File: src/hdl/gpsc_pkg.sv
// Package for the gamepad prompt source classifier.
// Holds the poll and result transfer types, config codes, reset values and the config bundle.
// No dependencies.
package gpsc_pkg;

    // command codes of a poll item
    localparam logic [1:0] CMD_POLL     = 2'd0;
    localparam logic [1:0] CMD_RESET    = 2'd1;
    localparam logic [1:0] CMD_KBM_NOTE = 2'd2;

    // config register indexes
    localparam int CFG_INDEX_W = 3;
    localparam logic [CFG_INDEX_W-1:0] CFG_LEFT_DZ      = 3'd0;
    localparam logic [CFG_INDEX_W-1:0] CFG_RIGHT_DZ     = 3'd1;
    localparam logic [CFG_INDEX_W-1:0] CFG_TRIG_THRESH  = 3'd2;
    localparam logic [CFG_INDEX_W-1:0] CFG_STICK_RESEL  = 3'd3;
    localparam logic [CFG_INDEX_W-1:0] CFG_TRIG_RESEL   = 3'd4;
    localparam int CFG_DATA_W = 16;

    // reset values
    localparam int LEFT_DZ_RESET      = 7849;
    localparam int RIGHT_DZ_RESET     = 8689;
    localparam int TRIG_THRESH_RESET  = 30;
    localparam int STICK_RESEL_RESET  = 6000;
    localparam int TRIG_RESEL_RESET   = 30;

    localparam logic [29:0] LEFT_DZ_SQ_RESET     = 30'(LEFT_DZ_RESET * LEFT_DZ_RESET);
    localparam logic [29:0] RIGHT_DZ_SQ_RESET    = 30'(RIGHT_DZ_RESET * RIGHT_DZ_RESET);
    localparam logic [31:0] STICK_RESEL_SQ_RESET = 32'(STICK_RESEL_RESET * STICK_RESEL_RESET);

    // one poll of the primary pad
    typedef struct packed {
        logic [1:0]         command;
        logic               connected;
        logic               kbm_active;
        logic [15:0]        buttons;
        logic [7:0]         left_trigger;
        logic [7:0]         right_trigger;
        logic signed [15:0] left_x;
        logic signed [15:0] left_y;
        logic signed [15:0] right_x;
        logic signed [15:0] right_y;
    } poll_t;

    // one result of a poll
    typedef struct packed {
        logic prompt_source;
        logic edge_seen;
        logic slot_selecting;
    } result_t;

    // config as the decision logic sees it, radii kept squared
    typedef struct packed {
        logic [29:0] left_dz_sq;
        logic [29:0] right_dz_sq;
        logic [7:0]  trig_thresh;
        logic [31:0] stick_resel_sq;
        logic [7:0]  trig_resel;
    } cfg_t;

endpackage

File: src/hdl/gpsc_cfg.sv
// Config register file for the prompt source classifier.
// Squares the radius registers as they are written. Depends on gpsc_pkg.
module gpsc_cfg
    import gpsc_pkg::*;
(
    input  logic                   clk,
    input  logic                   rst_n,
    input  logic                   cfg_valid,
    output logic                   cfg_ready,
    input  logic [CFG_INDEX_W-1:0] cfg_index,
    input  logic [CFG_DATA_W-1:0]  cfg_data,
    output cfg_t                   cfg
);

    cfg_t        cfg_reg;
    logic [31:0] data_sq;

    // one square per write, registered with the value
    assign data_sq   = 32'(cfg_data) * 32'(cfg_data);
    assign cfg_ready = 1'b1;
    assign cfg       = cfg_reg;

    // register writes
    always_ff @(posedge clk or negedge rst_n)
    begin
        if (!rst_n)
        begin
            cfg_reg.left_dz_sq     <= LEFT_DZ_SQ_RESET;
            cfg_reg.right_dz_sq    <= RIGHT_DZ_SQ_RESET;
            cfg_reg.trig_thresh    <= 8'(TRIG_THRESH_RESET);
            cfg_reg.stick_resel_sq <= STICK_RESEL_SQ_RESET;
            cfg_reg.trig_resel     <= 8'(TRIG_RESEL_RESET);
        end
        else if (cfg_valid && cfg_ready)
        begin
            case (cfg_index)
                CFG_LEFT_DZ:     cfg_reg.left_dz_sq     <= 30'(32'(cfg_data[14:0]) *
                                                               32'(cfg_data[14:0]));
                CFG_RIGHT_DZ:    cfg_reg.right_dz_sq    <= 30'(32'(cfg_data[14:0]) *
                                                               32'(cfg_data[14:0]));
                CFG_TRIG_THRESH: cfg_reg.trig_thresh    <= cfg_data[7:0];
                CFG_STICK_RESEL: cfg_reg.stick_resel_sq <= data_sq;
                CFG_TRIG_RESEL:  cfg_reg.trig_resel     <= cfg_data[7:0];
                default:         ;
            endcase
        end
    end

endmodule

File: config.mk
export PLATFORM = sky130hd
export DESIGN_NAME = gpsc_cfg
export DESIGN_NICKNAME = d
export VERILOG_FILES = /design/src/hdl/gpsc_pkg.sv /design/src/hdl/gpsc_cfg.sv
export SDC_FILE = /design/constraint.sdc
export NUM_CORES = 1
export LEC_CHECK = 0
export BUFFER_PORTS_ARGS = -buffer_cell sky130_fd_sc_hd__buf_2
export CAP_MARGIN = 20
export CORE_UTILIZATION = 50
export CTS_CLUSTER_SIZE = 25
export DETAILED_ROUTE_END_ITERATION = 7
export PLACE_DENSITY_LB_ADDON = 0.15
export SLEW_MARGIN = 30
export SYNTH_ARGS = -nofsm -noshare
export SYNTH_HDL_FRONTEND = slang
export SYNTH_SLANG_ARGS = --single-unit
export TNS_END_PERCENT = 10
File: constraint.sdc
create_clock -name clk -period 1 [get_ports clk]
set_input_delay 0.05 -clock clk [delete_from_list [all_inputs] [get_ports clk]]
set_output_delay 0.05 -clock clk [all_outputs]
set_load 0.02 [all_outputs]
[Word level (Yosys, flattened, before mapping)]
Cells that the tools add are included.
Word-level totals
  output and inout port bits: 109
  bits in registers: 108
  bits of input ports: 22
  logic and storage cells: 17
Operators by class
  $mul: 2
  eq/ne operators: 4
  reduce and logical (&&, ||, !) cells: 6
Operators with widths (number)
  $mul A16 B16 Y32: 1
  $mul A15 B15 Y30: 1
  $reduce_and A2 Y1: 5
  $eq A3 B2 Y1 const B: 2
  $eq A3 B1 Y1 const B: 1
  $eq A3 B3 Y1 const B: 1
  $logic_not A3 Y1: 1

[Longest topological paths before layout]
Gate-level depths: netlist (run 1).
  word-level depth: 2
  depth in mapped cells: 26
  depth with buffers taken out: 24

[Least setup slack after synthesis (run 1)]
No wires, ideal clock.
  path type: input port to flip-flop
  start point: in cfg_data[3]
  end point: reg cfg_reg (netlist bit cfg[37])
  data required time: 868 ps
  buffers on the path: 2
  stages on the path: 26
  setup slack: -5066 ps
  arrival time: 5934 ps
  cells stage by stage: clkbuf_1 clkbuf_1 nand2_1 inv_1 fa_1 inv_1 fa_1 inv_1 fa_1 inv_1 fa_1 inv_1 fa_1 inv_1 fa_1 inv_1 ha_1 and3_4 or4_1 o21ba_1 a41o_1 a21o_1 a31oi_4 o21ai_2 xnor2_1 o21ai_1
On the way
  cells in the longest elaborated chain, start to end: 1
RTL lines
  start: declaration: line gpsc_cfg.sv:11  | input logic [CFG_DATA_W-1:0] cfg_data,
  $mul A16 B16 Y32: line gpsc_cfg.sv:19  | assign data_sq = 32'(cfg_data) * 32'(cfg_data);
  end: declaration: line gpsc_cfg.sv:15  | cfg_t cfg_reg;
Every way passes these cells.
A chain may end at the register's enable or synchronous reset.

[Worst setup path after layout (run 1)]
  start point: in cfg_data[9]
  end point: reg cfg_reg (netlist bit cfg[31])
The elaborated chain is that of the path after synthesis.

==> run_results.csv, run 1 <==
group,metric,value,unit
status,status,"complete, but fails checks",
status,violations,"setup timing",
synthesis,seq_area_frac_synth,0.161,
synthesis,synth_cell_types,60,
synthesis,synth_seq_cells,105,
grt,grt_pass1_vias,14600,
routing,drt-initial-drc-count,479,
floorplan,fp.dieH,184,um
timing,slew_viol_final,0,
worst_setup_path,cp-start-kind,"primary input",
place,portBuffers,126,
timing,fmax,185,MHz
synthesis,synth_edf_count,0,
worst_setup_path,r2r-start,"cfg[38]",
worst_setup_path,critPathRequiredTime,1.24,ns
timing,setup_violations,123,
layout,drive_above_1_share,0.355,
timing,finClkSkew,0,ns
worst_setup_path,cpPeakStageDelay,0.52,ns
run,cap_violations,0,
clock_network,numCtsBuffers,9,
timing,finalCriticalPeriod,5.41,ns
grt,grt_max_degree,27,
synthesis,syn_area,0.0166,sq mm
place,post-dp-hpwl,39900,um
worst_setup_path,worstSetupStartpoint,"cfg_data[9]",
clock_network,clk_pin_slew,0.08,ns
routing,wl_per_cell,17.2,um
layout,diodes,0,
floorplan,core,0.0326,sq mm
layout,seqCellArea,0.00267,sq mm
clock_network,clockBufferDepth,2,
worst_setup_path,worst_path_max_delay_cell,"fa_1",
synthesis,ys_async_sr_fraction,1.00,
grt,grt_overflow_total,0,
worst_setup_path,cp.arrival,5.66,ns
clock_network,root_buffer,"clkbuf_16",
clock_network,htreeDepth,3,
worst_setup_path,r2r_slack,0.11,ns
worst_setup_path,crit_top_cell,"fa_1",
layout,finalInstanceArea,0.0226,sq mm
place,place_area,0.0207,sq mm
worst_setup_path,r2r_cells,3,
routing,dr_total_vias,13400,
clock_network,clock_sinks,105,
clock_network,tritoncts,"yes",
synthesis,synthCells,1745,
synthesis,avgSynthCellArea,9.51,sq um
timing,fin_crit_sh,5.41,
worst_setup_path,endpoint_kind,"register",
timing,setup_tns,-300.68,ns
layout,area_growth,36.2,%
hold_path,hold_path.class,"primary input to register",
worst_setup_path,path_delay_family,"adder cells",
grt,grt_pass1_wl,73600,um
routing,drcViolationCount,0,
floorplan,start_util,0.509,
synthesis,yosysWarningCount,0,
floorplan,num_rows,66,
routing,ant_nets,0,
floorplan,die_w,184,um
worst_setup_path,cp_num_cells,25,
place,placed_cells,2653,
floorplan,dieArea,0.0339,sq mm
grt,grtUsageTotal,0.288,
clock_network,worstSkewPairLatency,0.36,ns
routing,first_pass_iters,5,
timing,rsz0062_at_grt,"yes",
worst_setup_path,r2r-end,"cfg[38]",
layout,multi_input_area,0.0131,sq mm
layout,fillers,2528,
worst_setup_path,critPathKind,"primary input to register",
worst_setup_path,critPathMaxFanout,4,
timing,setup_ws,-4.41,ns
layout,final_cells,2693,
synthesis,ys.flop_type,"dfrtp_1",
place,finalWeightedCongestion,0.953,
layout,finalNetCount,2750,
worst_setup_path,worstPathBufferInverterCount,10,
layout,largest_reg_flops,105,
floorplan,ios,131,
timing,finalHoldViolCount,0,
routing,via_per_inst,4.97,
worst_setup_path,critPathCapture,"cfg[31]",
grt,antenna_found_initial,0,
routing,routed_wl,46400,um
layout,fin_util,0.693,
==> synthesized netlist by cell type, drive strengths merged (2+ instances only) <==
cell / n / area, sq um
conb: 2 / 7.51
inv: 440 / 1650
mux2i: 7 / 70.1
nor2b: 11 / 68.8
a221o: 2 / 20.0
o22ai: 2 / 12.5
clkbuf: 43 / 161
a211oi: 6 / 50.1
or3: 2 / 12.5
a41o: 2 / 20.0
nor2: 50 / 188
a21o: 35 / 263
and2: 28 / 175
o21bai: 7 / 52.6
o21ai: 99 / 507
nor3: 3 / 15.0
or2: 8 / 50.1
nand2: 195 / 732
fa: 285 / 5710
a2111oi: 2 / 17.5
a21oi: 41 / 213
xor2: 28 / 245
and3: 10 / 67.6
nand3: 11 / 55.1
dfrtp: 71 / 1780
a221oi: 2 / 30.0
a31oi: 7 / 58.8
ha: 197 / 2460
nor3b: 4 / 30.0
xnor2: 44 / 385
mux2: 25 / 282
o211ai: 2 / 15.0
buf: 4 / 30.0
dfstp: 34 / 893
a41oi: 2 / 17.5
o31ai: 3 / 27.5
nand2b: 15 / 93.8
==> through the flow <==
stage                     setup slack, ns  hold slack, ns
after global routing                -4.60          0.0858
after CTS                           -4.43          0.0522
after floorplan                     -4.63          -0.246
after global placement              -4.94         -0.0236
after detailed placement            -5.02         -0.0228
final                               -4.41          0.0660
==> cells by family (layout without fill, tap and decap cells) <==
| kind of cell | count (synthesis) | after routing | synth area share |
|---|---|---|---|
| multiplexers | 32 | 32 | 0.0212 |
| XOR/XNOR | 72 | 72 | 0.0380 |
| buffers and inverters | 488 | 992 | 0.111 |
| AND/OR/NAND/NOR | 341 | 341 | 0.0913 |
| flip-flops | 105 | 105 | 0.161 |
| other | 2 | 4 | 0.000452 |
| AO/OA/AOI/OAI | 222 | 222 | 0.0843 |
| adder cells (fa/ha/maj) | 483 | 483 | 0.493 |
==> worst min-delay path, stage by stage <==
cell,delay [ns]
buf_2,0.11
buf_4,0.13
a41oi_1,0.11
==> placed cells by master (no fill, tap or decap), types with 14 or more instances in the layout <==
master    count
inv_1       409
and2_1       22
o21ai_1      47
buf_2        68
nand2_2      14
xor2_1       22
ha_4         25
nand2b_1     14
buf_4       382
buf_12       16
ha_1        167
dfrtp_1      70
o21ai_0      39
xnor2_1      35
a21oi_1      27
inv_2        27
a21o_1       35
nor2_1       40
nand2_1     178
mux2_2       25
buf_6        61
fa_1        277
dfstp_2      34
==> metal layers <==
metal | vias to the layer above | track usage | wire length (um) | share of wire
li1 | 6334 | - | - | -
met1 | 6660 | 0.344 | 18200 | 0.39
met2 | 300 | 0.523 | 24600 | 0.53
met3 | 90 | 0.0368 | 1760 | 0.038
met4 | 0 | 0.113 | 1770 | 0.038
met5 | - | 0 | 0 | 0
==> cell type report <==
type                            count  share of cell area
Sequential cell                   105               0.118
Clock buffer                       10              0.0106
Tap cell                          442              0.0245
Timing Repair Buffer              535               0.191
Multi-Input combinational cell   1154               0.577
Inverter                          441              0.0739
Clock inverter                      6             0.00432
==> how the worst min path moves through the flow <==
stage / start / to / slack (ns) / depth (start not counted)
2_1_floorplan: rst_n / cfg[0] / -0.25 / 0
3_3_place_gp: rst_n / cfg[105] / -0.02 / 1
3_5_place_dp: rst_n / cfg[105] / -0.02 / 1
4_1_cts: cfg_index[0] / cfg[77] / 0.05 / 3
5_1_grt: cfg_index[0] / cfg[77] / 0.09 / 3
6_report: cfg_index[0] / cfg[77] / 0.07 / 3
==> repair_timing <==
item / 4_1_cts / 5_1_grt
pin swaps: 81 / 50
hold buffers: 1 / 0
setup buffers: 13 / 10
resized for setup: 276 / 93
hold endpoints to repair: 74 / 0
setup endpoints to repair: 129 / 143
Power of run 1 is not shown: default switching activity piles up to over one toggle a cycle in this logic, so the estimate is an artifact.
==> inputs of run 2 (changes only) <==
Settings changed: RECOVER_POWER set to 25.
==> run 2 against run 1 <==
The flow still finishes with violations (setup timing). Critical path type unchanged. First-iteration DRC count up 9.0%. Non-clock buffer count stayed put. Setup slack worse by 0.0011 ns. Die area stayed put. Flip-flop and latch count stayed put. Final cell count stayed put. Register-to-register slack about the same. Critical path depth unchanged. Worst hold slack gained 0.00064 ns.
==> run_results.csv, run 2 (synthesis results as in run 1) <==
group,metric,value,unit
worst_setup_path,critPathCapture,"cfg[37]",
worst_setup_path,cp-start-kind,"primary input",
grt,grt_overflow_total,0,
clock_network,tritoncts,"yes",
timing,rsz0062_at_grt,"yes",
layout,final_common_cell,"inv_1",
worst_setup_path,r2r-end,"cfg[38]",
timing,setup_violations,123,
routing,via_per_inst,4.97,
clock_network,worstSkewPairLatency,0.36,ns
routing,first_pass_iters,5,
timing,fin_crit_sh,5.41,
status,status,"complete, but fails checks",
timing,timing.hold.ws,0.0666,ns
routing,dr_total_vias,13400,
clock_network,numCtsBuffers,9,
clock_network,clk_pin_slew,0.08,ns
worst_setup_path,critPathRequiredTime,1.25,ns
routing,drcViolationCount,0,
timing,timing.slew.headroom,0.609,
floorplan,core,0.0326,sq mm
layout,area_growth,36.0,%
floorplan,die_w,184,um
clock_network,htreeDepth,3,
worst_setup_path,worstSetupStartpoint,"cfg_data[9]",
run,cap_violations,0,
worst_setup_path,critPathMaxFanout,4,
place,portBuffers,126,
floorplan,num_rows,66,
routing,routed_wl,46400,um
layout,fin_util,0.692,
floorplan,ios,131,
status,violations,"setup timing",
layout,drive_above_1_share,0.355,
floorplan,dieArea,0.0339,sq mm
worst_setup_path,r2r_cells,3,
grt,grt_max_degree,27,
hold_path,hold_path.class,"primary input to register",
grt,antenna_found_initial,0,
layout,final_cell_mix,"409 x inv_1, 383 x buf_4, 277 x fa_1",
timing,setup_ws,-4.41,ns
worst_setup_path,r2r-start,"cfg[38]",
layout,fillers,2534,
clock_network,clockBufferDepth,2,
place,post-dp-hpwl,39900,um
worst_setup_path,path_delay_family,"adder cells",
worst_setup_path,r2r_slack,0.11,ns
grt,grtUsageTotal,0.288,
floorplan,start_util,0.509,
worst_setup_path,worstPathBufferInverterCount,8,
grt,grt_pass1_wl,73600,um
routing,wl_per_cell,17.2,um
timing,fmax,185,MHz
worst_setup_path,crit_top_cell,"fa_1",
routing,drt-initial-drc-count,522,
worst_setup_path,endpoint_kind,"register",
timing,slew_viol_final,0,
clock_network,clock_sinks,105,
worst_setup_path,worst_path_max_delay_cell,"fa_1",
routing,ant_nets,0,
grt,grt_pass1_vias,14600,
timing,worst_pin_slew,0.587,ns
worst_setup_path,cpPeakStageDelay,0.52,ns
clock_network,root_buffer,"clkbuf_16",
layout,finalNetCount,2750,
worst_setup_path,critPathKind,"primary input to register",
layout,diodes,0,
layout,largest_reg_flops,105,
timing,finClkSkew,0,ns
timing,finalCriticalPeriod,5.41,ns
worst_setup_path,cp.arrival,5.67,ns
worst_setup_path,cp_num_cells,25,
timing,finalHoldViolCount,0,
place,finalWeightedCongestion,0.953,
floorplan,fp.dieH,184,um
[run 2: changes by cell type in the layout (fill, tap and decap cells not counted), sizes merged]
cell    previous run  this run
buf              533       532
clkbuf            11        12
[run 2: worst min path at each step]
stage	from	endpoint	slack, ns	depth (start not counted)
2_1_floorplan	rst_n	cfg[0]	-0.25	0
3_3_place_gp	rst_n	cfg[105]	-0.02	1
3_5_place_dp	rst_n	cfg[105]	-0.02	1
4_1_cts	cfg_index[0]	cfg[77]	0.05	3
5_1_grt	cfg_index[0]	cfg[77]	0.09	3
6_report	cfg_index[0]	cfg[77]	0.07	3
[run 2: tightest hold or removal path, stage by stage]
cell and delay, ns:
buf_2 0.11, buf_4 0.13, a41oi_1 0.11
[run 2: cell type report]
cell class              count  area, sq um  area share
multi-input cells        1154        13100       0.578
clock buffers              10          239      0.0106
clock inverters             6         97.6     0.00432
well taps                 442          553      0.0245
repair buffers            535         4290       0.190
flip-flops and latches    105         2670       0.118
inverters                 441         1670      0.0741
[run 2: timing repair]
| action | in CTS | in global routing |
|---|---|---|
| setup endpoints to repair | 129 | 143 |
| endpoints found under the hold margin | 74 | 0 |
| gates cloned | 0 | 0 |
| resized for setup | 276 | 93 |
| pin swaps | 81 | 50 |
| buffers inserted | 13 | 10 |
| hold buffers | 1 | 0 |
[run 2: metal layers]
| metal | vias up | wire length (um) | GRT usage |
|---|---|---|---|
| met1 | 6683 | 18400 | 0.344 |
| met5 | - | 0 | 0 |
| li1 | 6334 | - | - |
| met2 | 279 | 24500 | 0.523 |
| met4 | 0 | 1810 | 0.113 |
| met3 | 94 | 1570 | 0.0368 |
[run 2: stage by stage]
step | worst slack, ns | instances | instance area, sq um | TNS (ns)
5_1_grt | -4.60 | 2693 | 22600 | -316.22
6_report | -4.41 | 2693 | 22600 | -300.77
4_1_cts | -4.43 | 2683 | 22200 | -301.04
3_3_place_gp | -4.94 | 2653 | 20700 | -347.18
3_5_place_dp | -5.02 | 2653 | 20700 | -353.07
2_1_floorplan | -4.63 | 1747 | 16700 | -308.15
Power of run 2 is left out for the same reason.
